File: config.mk
export PLATFORM = sky130hd
export DESIGN_NAME = utf8_to_utf16_transcoder
export DESIGN_NICKNAME = d
export VERILOG_FILES = /design/src/design/u8u16_pkg.sv /design/src/design/u8u16_front.sv /design/src/design/u8u16_jobq.sv /design/src/design/u8u16_back.sv /design/src/design/utf8_to_utf16_transcoder.sv
export VERILOG_INCLUDE_DIRS = /design/src /design/src/design
export SDC_FILE = /design/constraint.sdc
export NUM_CORES = 1
export LEC_CHECK = 0
export BUFFER_PORTS_ARGS = -buffer_cell sky130_fd_sc_hd__buf_2
export CAP_MARGIN = 10
export CORE_ASPECT_RATIO = 0.6
export CORE_MARGIN = 5
export CORE_UTILIZATION = 45
export CTS_CLUSTER_SIZE = 16
export DETAILED_ROUTE_END_ITERATION = 10
export PLACE_DENSITY = 0.72
export SLEW_MARGIN = 20
export SYNTH_ARGS = -nofsm -noshare
export SYNTH_HDL_FRONTEND = slang
export SYNTH_SLANG_ARGS = --single-unit
File: constraint.sdc
create_clock -name clk -period 3.5 [get_ports clk]
set_input_delay 0.35 -clock clk [delete_from_list [all_inputs] [get_ports clk]]
set_output_delay 0.35 -clock clk [all_outputs]
set_load 0.005 [all_outputs]
File: src/design/utf8_to_utf16_transcoder_assert.svh
// Assertion macros shared by the UTF-8 to UTF-16 transcoder modules.
// Each macro expects signals named clk and rst_n in the including module.
`ifndef UTF8_TO_UTF16_TRANSCODER_ASSERT_SVH
`define UTF8_TO_UTF16_TRANSCODER_ASSERT_SVH

// Same-cycle implication, checked out of reset
`define U8U16_ASSERT_NOW(lbl, ante, cons, msg) \
  lbl: assert property (@(posedge clk) disable iff (!rst_n) (ante) |-> (cons)) \
    else $error(msg);

// Next-cycle implication, checked out of reset
`define U8U16_ASSERT_NEXT(lbl, ante, cons, msg) \
  lbl: assert property (@(posedge clk) disable iff (!rst_n) (ante) |=> (cons)) \
    else $error(msg);

`endif

File: src/design/u8u16_pkg.sv
`timescale 1ns / 1ps
// Package for the UTF-8 to UTF-16 transcoder: status codes, job record,
// byte classification helpers. No dependencies.
package u8u16_pkg;

  // Result status codes
  localparam logic [1:0] ST_OK        = 2'd0;
  localparam logic [1:0] ST_ILLEGAL   = 2'd1;
  localparam logic [1:0] ST_EXHAUSTED = 2'd2;

  // Byte and code point limits
  localparam logic [7:0]  LEAD_MAX      = 8'hF4;
  localparam logic [7:0]  LEAD_MIN      = 8'hC2;
  localparam logic [7:0]  TRAIL_LO      = 8'h80;
  localparam logic [7:0]  TRAIL_HI      = 8'hBF;
  localparam logic [7:0]  E0_SECOND_MIN = 8'hA0;
  localparam logic [7:0]  ED_SECOND_MAX = 8'h9F;
  localparam logic [7:0]  F0_SECOND_MIN = 8'h90;
  localparam logic [7:0]  F4_SECOND_MAX = 8'h8F;
  localparam logic [7:0]  LEAD_E0       = 8'hE0;
  localparam logic [7:0]  LEAD_ED       = 8'hED;
  localparam logic [7:0]  LEAD_F0       = 8'hF0;
  localparam logic [7:0]  LEAD_F4       = 8'hF4;
  localparam logic [20:0] CP_SUPP_BASE  = 21'h010000;
  localparam logic [20:0] CP_MAX        = 21'h10FFFF;
  localparam logic [20:0] CP_SURR_LO    = 21'h00D800;
  localparam logic [20:0] CP_SURR_HI    = 21'h00DFFF;
  localparam logic [15:0] HI_SURR_BASE  = 16'hD800;
  localparam logic [15:0] LO_SURR_BASE  = 16'hDC00;
  localparam logic [15:0] REPLACEMENT   = 16'hFFFD;

  // Default depth of the job queue between front and back
  localparam int JOBQ_DEPTH = 2;

  // Kind of work handed from front to back
  typedef enum logic [1:0] {
    JOB_UNIT,
    JOB_PAIR,
    JOB_ERR
  } job_kind_t;

  // One job: a single unit, a supplementary code point less 0x10000, or an error
  typedef struct packed {
    job_kind_t   kind;
    logic [1:0]  status;
    logic [19:0] data;
  } job_t;

  // Sequence length called for by a lead byte
  function automatic logic [2:0] seq_len(input logic [7:0] b);
    logic [2:0] len;
    if (b < 8'hC0)      len = 3'd1;
    else if (b < 8'hE0) len = 3'd2;
    else if (b < 8'hF0) len = 3'd3;
    else if (b < 8'hF8) len = 3'd4;
    else if (b < 8'hFC) len = 3'd5;
    else                len = 3'd6;
    return len;
  endfunction

  // Payload bits kept from a lead byte for a given length
  function automatic logic [7:0] lead_bits(input logic [7:0] b, input logic [2:0] len);
    logic [7:0] mask;
    case (len)
      3'd1:    mask = 8'h7F;
      3'd2:    mask = 8'h1F;
      3'd3:    mask = 8'h0F;
      3'd4:    mask = 8'h07;
      3'd5:    mask = 8'h03;
      3'd6:    mask = 8'h01;
      default: mask = 8'h00;
    endcase
    return b & mask;
  endfunction

endpackage

File: src/design/u8u16_front.sv
`timescale 1ns / 1ps
// Front end: accepts UTF-8 bytes, tracks the current sequence, checks
// legality and emits one job per finished sequence or error. Uses u8u16_pkg.
module u8u16_front import u8u16_pkg::*; (
  input  logic       clk,
  input  logic       rst_n,
  input  logic       cfg_wr_en,
  input  logic       cfg_strict_mode,
  input  logic       byte_vld_i,
  input  logic [7:0] byte_i,
  input  logic       eos_i,
  output logic       job_vld_o,
  output job_t       job_o
);

  logic        strict_r;
  logic [2:0]  pend_r, pend_nxt;
  logic [2:0]  len_r, len_nxt;
  logic [7:0]  lead_r, lead_nxt;
  logic [20:0] cp_r, cp_nxt;
  logic        ill_r, ill_nxt;
  logic        halt_r, halt_nxt;

  logic [2:0]  new_len;
  logic        second;
  logic        trail_ok;
  logic [20:0] cp_supp;

  // Hold the strictness setting
  always_ff @(posedge clk) begin
    if (!rst_n) begin
      strict_r <= 1'b1;
    end else if (cfg_wr_en) begin
      strict_r <= cfg_strict_mode;
    end
  end

  // Check a trailing byte, with tighter second-byte ranges after some leads
  always_comb begin
    second   = ((pend_r + 3'd1) == len_r);
    trail_ok = (byte_i >= TRAIL_LO) && (byte_i <= TRAIL_HI);
    if (second) begin
      case (lead_r)
        LEAD_E0: trail_ok = trail_ok && (byte_i >= E0_SECOND_MIN);
        LEAD_ED: trail_ok = trail_ok && (byte_i <= ED_SECOND_MAX);
        LEAD_F0: trail_ok = trail_ok && (byte_i >= F0_SECOND_MIN);
        LEAD_F4: trail_ok = trail_ok && (byte_i <= F4_SECOND_MAX);
        default: trail_ok = trail_ok;
      endcase
    end
  end

  assign new_len = seq_len(byte_i);
  assign cp_supp = cp_nxt - CP_SUPP_BASE;

  // Advance the sequence state and decide on a job
  always_comb begin
    pend_nxt  = pend_r;
    len_nxt   = len_r;
    lead_nxt  = lead_r;
    cp_nxt    = cp_r;
    ill_nxt   = ill_r;
    halt_nxt  = halt_r;
    job_vld_o = 1'b0;
    job_o     = '{kind: JOB_ERR, status: ST_ILLEGAL, data: '0};

    if (byte_vld_i) begin
      if (halt_r) begin
        // drop bytes through the end of the stream
        if (eos_i) halt_nxt = 1'b0;
      end else begin
        if (pend_r == 3'd0) begin
          len_nxt  = new_len;
          lead_nxt = byte_i;
          ill_nxt  = (new_len >= 3'd5) || ((byte_i >= TRAIL_LO) && (byte_i < LEAD_MIN))
                     || (byte_i > LEAD_MAX);
          cp_nxt   = {13'd0, lead_bits(byte_i, new_len)};
          pend_nxt = new_len - 3'd1;
        end else begin
          if (!trail_ok) ill_nxt = 1'b1;
          cp_nxt   = {cp_r[14:0], byte_i[5:0]};
          pend_nxt = pend_r - 3'd1;
        end

        if (pend_nxt != 3'd0) begin
          // cut off by the end of the stream
          if (eos_i) begin
            job_vld_o = 1'b1;
            job_o     = '{kind: JOB_ERR, status: ST_EXHAUSTED, data: '0};
            pend_nxt  = 3'd0;
            halt_nxt  = 1'b0;
          end
        end else if (ill_nxt) begin
          job_vld_o = 1'b1;
          job_o     = '{kind: JOB_ERR, status: ST_ILLEGAL, data: '0};
          halt_nxt  = !eos_i;
        end else begin
          job_vld_o = 1'b1;
          if (((cp_nxt >= CP_SURR_LO) && (cp_nxt <= CP_SURR_HI)) || (cp_nxt > CP_MAX)) begin
            if (strict_r) begin
              job_o    = '{kind: JOB_ERR, status: ST_ILLEGAL, data: '0};
              halt_nxt = !eos_i;
            end else begin
              job_o = '{kind: JOB_UNIT, status: ST_OK, data: {4'd0, REPLACEMENT}};
            end
          end else if (cp_nxt < CP_SUPP_BASE) begin
            job_o = '{kind: JOB_UNIT, status: ST_OK, data: {4'd0, cp_nxt[15:0]}};
          end else begin
            job_o = '{kind: JOB_PAIR, status: ST_OK, data: cp_supp[19:0]};
          end
        end
      end
    end
  end

  // Register the sequence state
  always_ff @(posedge clk) begin
    if (!rst_n) begin
      pend_r <= '0;
      len_r  <= '0;
      lead_r <= '0;
      cp_r   <= '0;
      ill_r  <= 1'b0;
      halt_r <= 1'b0;
    end else begin
      pend_r <= pend_nxt;
      len_r  <= len_nxt;
      lead_r <= lead_nxt;
      cp_r   <= cp_nxt;
      ill_r  <= ill_nxt;
      halt_r <= halt_nxt;
    end
  end

endmodule

File: src/design/u8u16_jobq.sv
`timescale 1ns / 1ps
// Job queue between the front end and the back end.
// Small register FIFO of job_t records. Uses u8u16_pkg.
`include "utf8_to_utf16_transcoder_assert.svh"
module u8u16_jobq import u8u16_pkg::*; #(
  parameter int DEPTH = JOBQ_DEPTH
) (
  input  logic clk,
  input  logic rst_n,
  input  logic push_i,
  input  job_t job_i,
  output logic full_o,
  input  logic pop_i,
  output logic vld_o,
  output job_t job_o
);

  localparam int PTR_W = (DEPTH > 1) ? $clog2(DEPTH) : 1;
  localparam int CNT_W = $clog2(DEPTH + 1);

  job_t             slot_r [DEPTH];
  logic [PTR_W-1:0] wr_ptr_r, wr_ptr_nxt;
  logic [PTR_W-1:0] rd_ptr_r, rd_ptr_nxt;
  logic [CNT_W-1:0] cnt_r, cnt_nxt;
  logic             do_pop;

  assign full_o = (cnt_r == CNT_W'(DEPTH));
  assign vld_o  = (cnt_r != '0);
  assign job_o  = slot_r[rd_ptr_r];
  assign do_pop = pop_i && vld_o;

  // Advance pointers and count
  always_comb begin
    wr_ptr_nxt = wr_ptr_r;
    rd_ptr_nxt = rd_ptr_r;
    cnt_nxt    = cnt_r;
    if (push_i) begin
      wr_ptr_nxt = (wr_ptr_r == PTR_W'(DEPTH - 1)) ? '0 : wr_ptr_r + 1'b1;
    end
    if (do_pop) begin
      rd_ptr_nxt = (rd_ptr_r == PTR_W'(DEPTH - 1)) ? '0 : rd_ptr_r + 1'b1;
    end
    if (push_i && !do_pop) cnt_nxt = cnt_r + 1'b1;
    else if (!push_i && do_pop) cnt_nxt = cnt_r - 1'b1;
  end

  always_ff @(posedge clk) begin
    if (!rst_n) begin
      wr_ptr_r <= '0;
      rd_ptr_r <= '0;
      cnt_r    <= '0;
    end else begin
      wr_ptr_r <= wr_ptr_nxt;
      rd_ptr_r <= rd_ptr_nxt;
      cnt_r    <= cnt_nxt;
    end
  end

  // Write the slot
  always_ff @(posedge clk) begin
    if (push_i) slot_r[wr_ptr_r] <= job_i;
  end

  `U8U16_ASSERT_NOW(a_no_push_when_full, push_i, cnt_r < CNT_W'(DEPTH), "job pushed into full queue")
  `U8U16_ASSERT_NEXT(a_count_tracks_push, push_i && !do_pop, cnt_r == $past(cnt_r) + 1'b1, "lost push")
  `U8U16_ASSERT_NEXT(a_count_tracks_pop, do_pop && !push_i, cnt_r == $past(cnt_r) - 1'b1, "lost pop")

endmodule

File: src/design/u8u16_back.sv
`timescale 1ns / 1ps
// Back end: turns jobs into UTF-16 result items in an output register,
// splitting supplementary code points into surrogate pairs. Uses u8u16_pkg.
`include "utf8_to_utf16_transcoder_assert.svh"
module u8u16_back import u8u16_pkg::*; (
  input  logic        clk,
  input  logic        rst_n,
  input  logic        job_vld_i,
  input  job_t        job_i,
  output logic        job_pop_o,
  output logic        out_vld_o,
  input  logic        out_pop_i,
  output logic [15:0] out_code_unit_o,
  output logic [1:0]  out_status_o,
  output logic        out_last_o
);

  logic        out_vld_r, out_vld_nxt;
  logic [15:0] unit_r, unit_nxt;
  logic [1:0]  status_r, status_nxt;
  logic        last_r, last_nxt;
  logic        lo_pend_r, lo_pend_nxt;
  logic [9:0]  lo_bits_r, lo_bits_nxt;
  logic        load_ok;

  // Output slot is free when empty or being taken this cycle
  assign load_ok   = !out_vld_r || out_pop_i;
  assign job_pop_o = load_ok && !lo_pend_r && job_vld_i;

  // Load the next item: a pending low surrogate first, then a new job
  always_comb begin
    out_vld_nxt = out_vld_r;
    unit_nxt    = unit_r;
    status_nxt  = status_r;
    last_nxt    = last_r;
    lo_pend_nxt = lo_pend_r;
    lo_bits_nxt = lo_bits_r;
    if (load_ok) begin
      out_vld_nxt = 1'b0;
      if (lo_pend_r) begin
        out_vld_nxt = 1'b1;
        unit_nxt    = LO_SURR_BASE + {6'd0, lo_bits_r};
        status_nxt  = ST_OK;
        last_nxt    = 1'b1;
        lo_pend_nxt = 1'b0;
      end else if (job_vld_i) begin
        out_vld_nxt = 1'b1;
        status_nxt  = job_i.status;
        case (job_i.kind)
          JOB_UNIT: begin
            unit_nxt = job_i.data[15:0];
            last_nxt = 1'b1;
          end
          JOB_PAIR: begin
            unit_nxt    = HI_SURR_BASE + {6'd0, job_i.data[19:10]};
            last_nxt    = 1'b0;
            lo_pend_nxt = 1'b1;
            lo_bits_nxt = job_i.data[9:0];
          end
          default: begin
            unit_nxt = '0;
            last_nxt = 1'b1;
          end
        endcase
      end
    end
  end

  always_ff @(posedge clk) begin
    if (!rst_n) begin
      out_vld_r <= 1'b0;
      lo_pend_r <= 1'b0;
    end else begin
      out_vld_r <= out_vld_nxt;
      lo_pend_r <= lo_pend_nxt;
    end
  end

  // Payload registers
  always_ff @(posedge clk) begin
    unit_r    <= unit_nxt;
    status_r  <= status_nxt;
    last_r    <= last_nxt;
    lo_bits_r <= lo_bits_nxt;
  end

  assign out_vld_o       = out_vld_r;
  assign out_code_unit_o = unit_r;
  assign out_status_o    = status_r;
  assign out_last_o      = last_r;

  `U8U16_ASSERT_NOW(a_lo_needs_hi, lo_pend_r, out_vld_r && !last_r, "low surrogate pending without high in output")
  `U8U16_ASSERT_NOW(a_hi_has_lo, out_vld_r && !last_r, lo_pend_r, "high surrogate shown with no low pending")
  `U8U16_ASSERT_NOW(a_err_shape, out_vld_r && (status_r != ST_OK), (unit_r == '0) && last_r, "error item not zero or not last")

endmodule

File: src/design/utf8_to_utf16_transcoder.sv
`timescale 1ns / 1ps
// UTF-8 to UTF-16 transcoder, top level.
// Input side is a queue write port: drive in_byte and in_end_of_stream with
// push; a byte is taken at a clock edge where push is high and full is low.
// Result side is a queue read port: while empty is low the oldest result sits
// on out_code_unit, out_status, out_last_of_run; pop high takes it.
// A byte taken at a clock edge is decoded in the cycle before it; its job goes
// through the job queue into the back end's single output register. While full
// is low one byte per cycle is taken; a surrogate pair gives two result items,
// high then low, which the job queue (JOBQ_DEPTH entries) absorbs; full rises
// when it fills or when the reader stops popping. Bytes that complete no
// sequence produce no result, save an end-of-stream byte cutting one off
// (exhausted error). After an error, bytes are dropped through the next
// end-of-stream byte. cfg_wr_en with cfg_strict_mode sets strict mode; write it
// only while the block is idle. Reset (rst_n low, synchronous) empties the
// queue and output, clears the sequence state and sets strict mode to 1.
module utf8_to_utf16_transcoder import u8u16_pkg::*; #(
  parameter int JOBQ_DEPTH_P = JOBQ_DEPTH
) (
  input  logic        clk,
  input  logic        rst_n,
  input  logic        cfg_wr_en,
  input  logic        cfg_strict_mode,
  input  logic        push,
  output logic        full,
  input  logic [7:0]  in_byte,
  input  logic        in_end_of_stream,
  output logic        empty,
  input  logic        pop,
  output logic [15:0] out_code_unit,
  output logic [1:0]  out_status,
  output logic        out_last_of_run
);

  logic byte_vld;
  logic job_push;
  job_t job_in;
  logic job_vld;
  job_t job_out;
  logic job_pop;
  logic out_vld;

  assign byte_vld = push && !full;
  assign empty    = !out_vld;

  u8u16_front u_front (
    .clk             (clk),
    .rst_n           (rst_n),
    .cfg_wr_en       (cfg_wr_en),
    .cfg_strict_mode (cfg_strict_mode),
    .byte_vld_i      (byte_vld),
    .byte_i          (in_byte),
    .eos_i           (in_end_of_stream),
    .job_vld_o       (job_push),
    .job_o           (job_in)
  );

  u8u16_jobq #(
    .DEPTH (JOBQ_DEPTH_P)
  ) u_jobq (
    .clk    (clk),
    .rst_n  (rst_n),
    .push_i (job_push),
    .job_i  (job_in),
    .full_o (full),
    .pop_i  (job_pop),
    .vld_o  (job_vld),
    .job_o  (job_out)
  );

  u8u16_back u_back (
    .clk             (clk),
    .rst_n           (rst_n),
    .job_vld_i       (job_vld),
    .job_i           (job_out),
    .job_pop_o       (job_pop),
    .out_vld_o       (out_vld),
    .out_pop_i       (pop),
    .out_code_unit_o (out_code_unit),
    .out_status_o    (out_status),
    .out_last_o      (out_last_of_run)
  );

endmodule
# --- Word-level counts from Yosys, hierarchy flattened ---
# Memory sizes are Yosys's and may differ from the RTL's. A register that Yosys moved wholly into a read port is not among the register bits.
# Index checks and enable logic that the tools add are counted.
classes:
  n_addsub: 10
  n_lt_le_gt_ge: 18
  n_eq_ne: 13
  n_mux: 62
  bitwise_logic: 3
  reduce_logical: 33
ops:
  columns: ["cell", "n"]
  rows:
  - ["$mux W24", 6]
  - ["$mux W21", 5]
  - ["$lt A8 B8 Y1 const B", 6]
  - ["$pmux W7 S6", 1]
  - ["$add A15 B11 Y16 const A", 2]
  - ["$eq A8 B8 Y1 const B", 4]
  - ["$mux W16", 2]
  - ["$pmux W16 S2", 1]
  - ["$mux W1", 28]
  - ["$mux W3", 9]
  - ["$ge A8 B8 Y1 const B", 3]
  - ["$le A8 B8 Y1 const B", 3]
  - ["$mux W8", 3]
  - ["$mux W23", 1]
  - ["$mux W22", 1]
  - ["$ge A21 B16 Y1 const B", 1]
  - ["$gt A21 B21 Y1 const B", 1]
  - ["$le A21 B16 Y1 const B", 1]
  - ["$lt A21 B17 Y1 const B", 1]
  - ["$sub A20 B17 Y20 const B", 1]
  - ["$logic_and A1 B1 Y1", 13]
  - ["$eq A3 B3 Y1 const B", 3]
  - ["$and A8 B8 Y8", 1]
  - ["$gt A8 B8 Y1 const B", 1]
  - ["23 further kinds", 41]
totals:
  ff_bits: 73
  mem_bits_rw: 48
  in_bits: 15
  out_inout_bits: 21
  word_cells: 156
  memories: 1
mem_list:
  columns: ["name", "words", "word_bits", "rd", "rd_clocked_by_memory_dff", "write_ports", "line_no", "text"]
  rows:
  - ["u_jobq.slot_r", 2, 24, 1, 1, 1, "u8u16_jobq.sv:21", "job_t slot_r [DEPTH];"]

# --- Depth between registers and ports, before layout ---
logic_depth:
  ltp_word: 24
  ltp_mapped: 15
  mapped_depth_nobuf: 14

# --- Cells and area by module ---
# Synthesis repeated with hierarchy kept, for this count alone.
unflattened:
  hier_cells: 502
  hier_area_um2: 5619.1
modules_own_cells:
  columns: ["module", "instances", "cells_per_inst", "area_each_um2", "seq_area_each_um2"]
  rows:
  - ["u8u16_front", 1, 313, 2371.0, 740.7]
  - ["u8u16_jobq", 1, 97, 1946.9, 1541.5]
  - ["u8u16_back", 1, 90, 1283.7, 910.9]
  - ["utf8_to_utf16_transcoder", 1, 2, 17.5, 0.0]

# --- Worst setup path before layout ---
# OpenSTA, ideal clock, no wires.
synth_path:
  path_type: "in2reg"
  startpoint: "input in_byte[6]"
  endpoint: "memory u_jobq.slot_r[0][0] in the netlist's numbering, enable pin"
  setup_time_ns: 0.408
  arrival_ns: 3.224
  t_required_ns: 3.092
  path_slack_ns: -0.131
  path_stages: 10
  path_buffers: 1
  cell_sequence: "clkbuf_1 > nand2_1 > nor2_1 > inv_1 > ha_1 > nor4bb_1 > nor4_1 > nor3_4 > o21a_1 > nor2b_1"
synth_between:
  elab_chain_len: 16
  elab_cells_between_ends: 20
  cone_classes: "add/sub: 1; order compare: 5; mux: 13; reduce/logical: 1"
synth_lines:
  columns: ["item", "line_no", "text"]
  rows:
  - ["start: declaration", "utf8_to_utf16_transcoder.sv:26", "input logic [7:0] in_byte,"]
  - ["$lt A8 B8 Y1", "u8u16_pkg.sv:56", "else if (b < 8'hFC) len = 3'd5;"]
  - ["$mux W2", "u8u16_pkg.sv:56", null]
  - ["$mux W3", "u8u16_pkg.sv:55", "else if (b < 8'hF8) len = 3'd4;"]
  - ["$mux W3", "u8u16_pkg.sv:54", "else if (b < 8'hF0) len = 3'd3;"]
  - ["$mux W3", "u8u16_pkg.sv:53", "else if (b < 8'hE0) len = 3'd2;"]
  - ["$mux W3 (*)", "u8u16_pkg.sv:52", "if (b < 8'hC0) len = 3'd1;"]
  - ["net u_front.new_len[1]", "u8u16_front.sv:24", "logic [2:0] new_len;"]
  - ["$sub A3 B1 Y3 (*)", "u8u16_front.sv:78", "pend_nxt = new_len - 3'd1;"]
  - ["[... 2 more ...]", null, null]
  - ["$mux W3 (*)", "u8u16_front.sv:67", "if (byte_vld_i) begin"]
  - ["$reduce_bool A3 Y1 (*)", "u8u16_front.sv:85", "if (pend_nxt != 3'd0) begin"]
  - ["$mux W1 (*)", "u8u16_front.sv:85", null]
  - ["$mux W1 (*)", "u8u16_front.sv:68", "if (halt_r) begin"]
  - ["$mux W1 (*)", "u8u16_front.sv:67", null]
  - ["net job_push", "utf8_to_utf16_transcoder.sv:36", "logic job_push;"]
  - ["$mux W1 (*)", "u8u16_jobq.sv:61", "if (push_i) slot_r[wr_ptr_r] <= job_i;"]
  - ["$mux W1 (implied by the code) (*)", "u8u16_jobq.sv:61", null]
  - ["end: declaration", "u8u16_jobq.sv:21", null]
# Mark *: on every way through the listed nets, which the timed path passes. The rest lies on a longest branch. The select of a mux whose other input is x is not followed.

# --- Worst setup path after layout ---
layout_path:
  startpoint: "register u_front.pend_r[0]"
  endpoint: "register u_jobq.cnt_r[1]"
layout_between:
  elab_chain_len: 11
  elab_cells_between_ends: 14
  cone_classes: "add/sub: 1; mux: 7; reduce/logical: 6"
layout_lines:
  columns: ["item", "line_no", "text"]
  rows:
  - ["start: declaration", "u8u16_front.sv:17", "logic [2:0] pend_r, pend_nxt;"]
  - ["start signal: assignment", "u8u16_front.sv:126", "pend_r <= pend_nxt;"]
  - ["$sub A3 B1 Y3 or $logic_not A3 Y1 (tied branches)", "u8u16_front.sv:82, u8u16_front.sv:72", null]
  - ["$mux W3 (*)", "u8u16_front.sv:72", "if (pend_r == 3'd0) begin"]
  - ["$mux W3 (*)", "u8u16_front.sv:68", null]
  - ["$mux W3 (*)", "u8u16_front.sv:67", null]
  - ["$reduce_bool A3 Y1 (*)", "u8u16_front.sv:85", null]
  - ["$mux W1 (*)", "u8u16_front.sv:85", null]
  - ["$mux W1 (*)", "u8u16_front.sv:68", null]
  - ["$mux W1 (*)", "u8u16_front.sv:67", null]
  - ["net job_push", "utf8_to_utf16_transcoder.sv:36", null]
  - ["$logic_not A1 Y1", "u8u16_jobq.sv:44", "else if (!push_i && do_pop) cnt_nxt = cnt_r - 1'b1;"]
  - ["$logic_and A1 B1 Y1", "u8u16_jobq.sv:44", null]
  - ["$reduce_bool A2 Y1 (no line)", null, null]
  - ["end signal: assignment", "u8u16_jobq.sv:55", "cnt_r <= cnt_nxt;"]
  - ["end: declaration", "u8u16_jobq.sv:24", "logic [CNT_W-1:0] cnt_r, cnt_nxt;"]
# Marks and branches as above.
# A chain may end at the register's enable or synchronous reset.

==> results.ini <==
[timing]
worst_pin_slew_ns=0.7218
setup_viol=0
min_period_ns=3.121
fin_crit_sh=0.8917
fmax_mhz=320.4
drv_slew=0
slew_headroom=0.5178
finalSetupTns_ns=0
fin_skew_ns=0.008432
hold_viol=0
fin_ws_ns=0.3791
rsz0062_at_grt=no
whs_ns=0.1531

[grt]
grt_max_degree=47
grt_pass1_vias=3896
grt_util_all_layers=0.1680
antenna_found_initial=0
grt_pass1_wl_microns=19950
overflow=0

[synthesis]
yosysTopAreaCell=edfxtp_1
synth-seq-cells=121
synth_cell_types=56
synth_enable_flop_cells=77
syn_nets=552
syn_area_per_cell_sq_um=10.84
ys_seq_area_frac=0.5578
ys_dominant_reg_cell=edfxtp_1
syn_area_sq_um=5724
ys_async_sr_fraction=0
yosys_warnings=0
syn-instance-count=528
synthTopCellsByArea=edfxtp_1 40%, dfxtp_1 15%, mux2i_1 5.4%
synth_top_area_frac=0.4039

[route]
post-route-drc-count=0
routedWlPerCell_microns=16.53
vias=4020
detail_route.iter0.violations=274
drt_first_pass_iters=5
routed_wirelength_microns=12300
vias_per_cell=5.403
antenna_left=0

[clock_network]
root_buffer=clkbuf_16
cts_buffers=17
cts_sinks=121
cts_resized=0
cts_tree=done
postCtsHoldBufs=0
clockBufferDepth=2
post-cts-setup-buffer-count=0
htree_levels=4
clkTransAtPathRegs_ns=0.06
clock_latency_ns=0.41

[cells_and_area]
multi_input_area_sq_um=2379
diodes=0
syn2layout_area_growth_pct=15.96
fillers=1048
post_route_cells_drive_above_1_share=0.1796
final_net_count=590
register_area_sq_um=3193

[place]
portBuffers=35
gp_congestion=0.8713
hpwl_microns=8509
pre_cts_ws_ns=0.1918

[setup_path]
r2r_slack_ns=0.38
crit_arrival_ns=3.46
worstSetupEndpointType=flip-flop
critPathKind=flip-flop to flip-flop
critical_path_required_ns=3.84
worstSetupStartpointType=flip-flop
worstPathMaxFanout=7

[power_and_ir_drop]
leakage_nw=2.411
p_per_area_nw_per_um2=696.3
p_total_mw=4.622
ir_worst_vdd_mv=0.2488

[floorplanning]
core_region_area_sq_um=12260
ioPinCount=36
initial_core_util=0.4670
placementRows=31
die_y_microns=97.37
fp.dieArea_sq_um=15150
dieWidth_microns=155.6

[status]
status=finished clean

[min_path]
hp-class=primary input to flip-flop

[job]
maxCapViolations=0

worst max-delay path, cell delays in order, from the launching register on:
cell,delay (ns)
dfxtp_1,0.37
inv_1,0.12
ha_1,0.27
nor2b_1,0.48
and2_1,0.23
a31oi_1,0.08
nor3_4,0.40
o21a_1,0.29
ha_1,0.30
or3_1,0.34
a21boi_0,0.16
cells by family (layout without fill, tap and decap cells):
| logic type | after synthesis | count (layout) | synth area share |
|---|---|---|---|
| AOI/OAI and AO/OA | 105 | 105 | 0.1183 |
| adders and majority gates | 9 | 9 | 0.01967 |
| and+or+nand+nor | 199 | 199 | 0.1799 |
| muxes | 44 | 44 | 0.07978 |
| buffers and inverters | 39 | 90 | 0.02776 |
| DFF | 121 | 121 | 0.5578 |
| xor gates and xnor gates | 11 | 11 | 0.01683 |
synth_stat cells, drive strengths merged, types with 6 or more instances:
master  instances
nor3            6
a21oi          43
nand2b          7
and2           21
xnor2           6
dfxtp          44
ha              9
nand2          69
nor2           31
inv            10
edfxtp         77
nand3          11
clkbuf         22
mux2i          31
buf             7
o21ai          33
nor2b          25
mux2           13
state kept, by name, summed over array words and instances, names as in the netlist, 2 cells and up, named ones only:
signal                  cells
u_front.len_r               3
u_back.out_code_unit_o     16
u_front.cp_r               20
u_front.lead_r              8
u_jobq.cnt_r                2
u_jobq.slot_r              48
u_front.pend_r              3
u_back.lo_bits_r           10
u_back.out_status_o         2
power by group:
group / switching, mW / internal (mW) / total [mW]
combinational: 0.606 / 0.421 / 1.03
sequential: 0.132 / 1.86 / 1.99
clock: 0.598 / 1.00 / 1.60
cell type report:
class                           instances  share of cell area
Clock buffer                           26             0.07710
Clock inverter                          6            0.005655
Inverter                               10            0.005655
Multi-Input combinational cell        368              0.3583
Sequential cell                       121              0.4811
Tap cell                              165             0.03110
Timing Repair Buffer                   48             0.04109
stage by stage:
step / std cells / instance area [sq um] / util
CTS: 744 / 6638 / 0.5415
detailed placement: 712 / 6088 / 0.4967
floorplan: 528 / 5727 / -
finish: 744 / 6638 / 0.5415
global placement: 712 / 6088 / 0.4967
global route: 744 / 6638 / 0.5415
layer usage:
metal / track usage / wire length, microns / vias to the layer above
met3: 0.04851 / 754 / 10
met2: 0.2409 / 5343 / 112
met5: 0 / 0 / -
met4: 0.05245 / 133 / 0
li1: - / - / 1971
met1: 0.2445 / 6067 / 1927
placed cells by master, fill, tap and decap left out, drive strengths merged, types with 3 or more instances in the layout:
cell type	count
o21ai	33
nor2b	25
a2111oi	3
nand2	69
a22o	3
a21oi	43
or4b	3
clkinv	3
edfxtp	77
buf	48
mux2i	31
nand3	11
a21boi	5
nor3	6
nand4	5
nand2b	7
and2	21
clkinvlp	3
mux2	13
dfxtp	44
nor4	5
ha	9
o211ai	3
xnor2	6
nor2	31
inv	10
xor2	5
nor3b	4
clkbuf	26
path summary, 6_finish.rpt:
check | cells after the start | startpoint | end
hold reg to reg | 2 | u_front.cp_r[3] | u_front.cp_r[3]
setup reg to reg | 10 | u_front.pend_r[0] | u_jobq.cnt_r[1]
setup / recovery | 10 | u_front.pend_r[0] | u_jobq.cnt_r[1]
hold / removal | 2 | cfg_wr_en | u_front.strict_r
(Power assumes the default switching activity.)
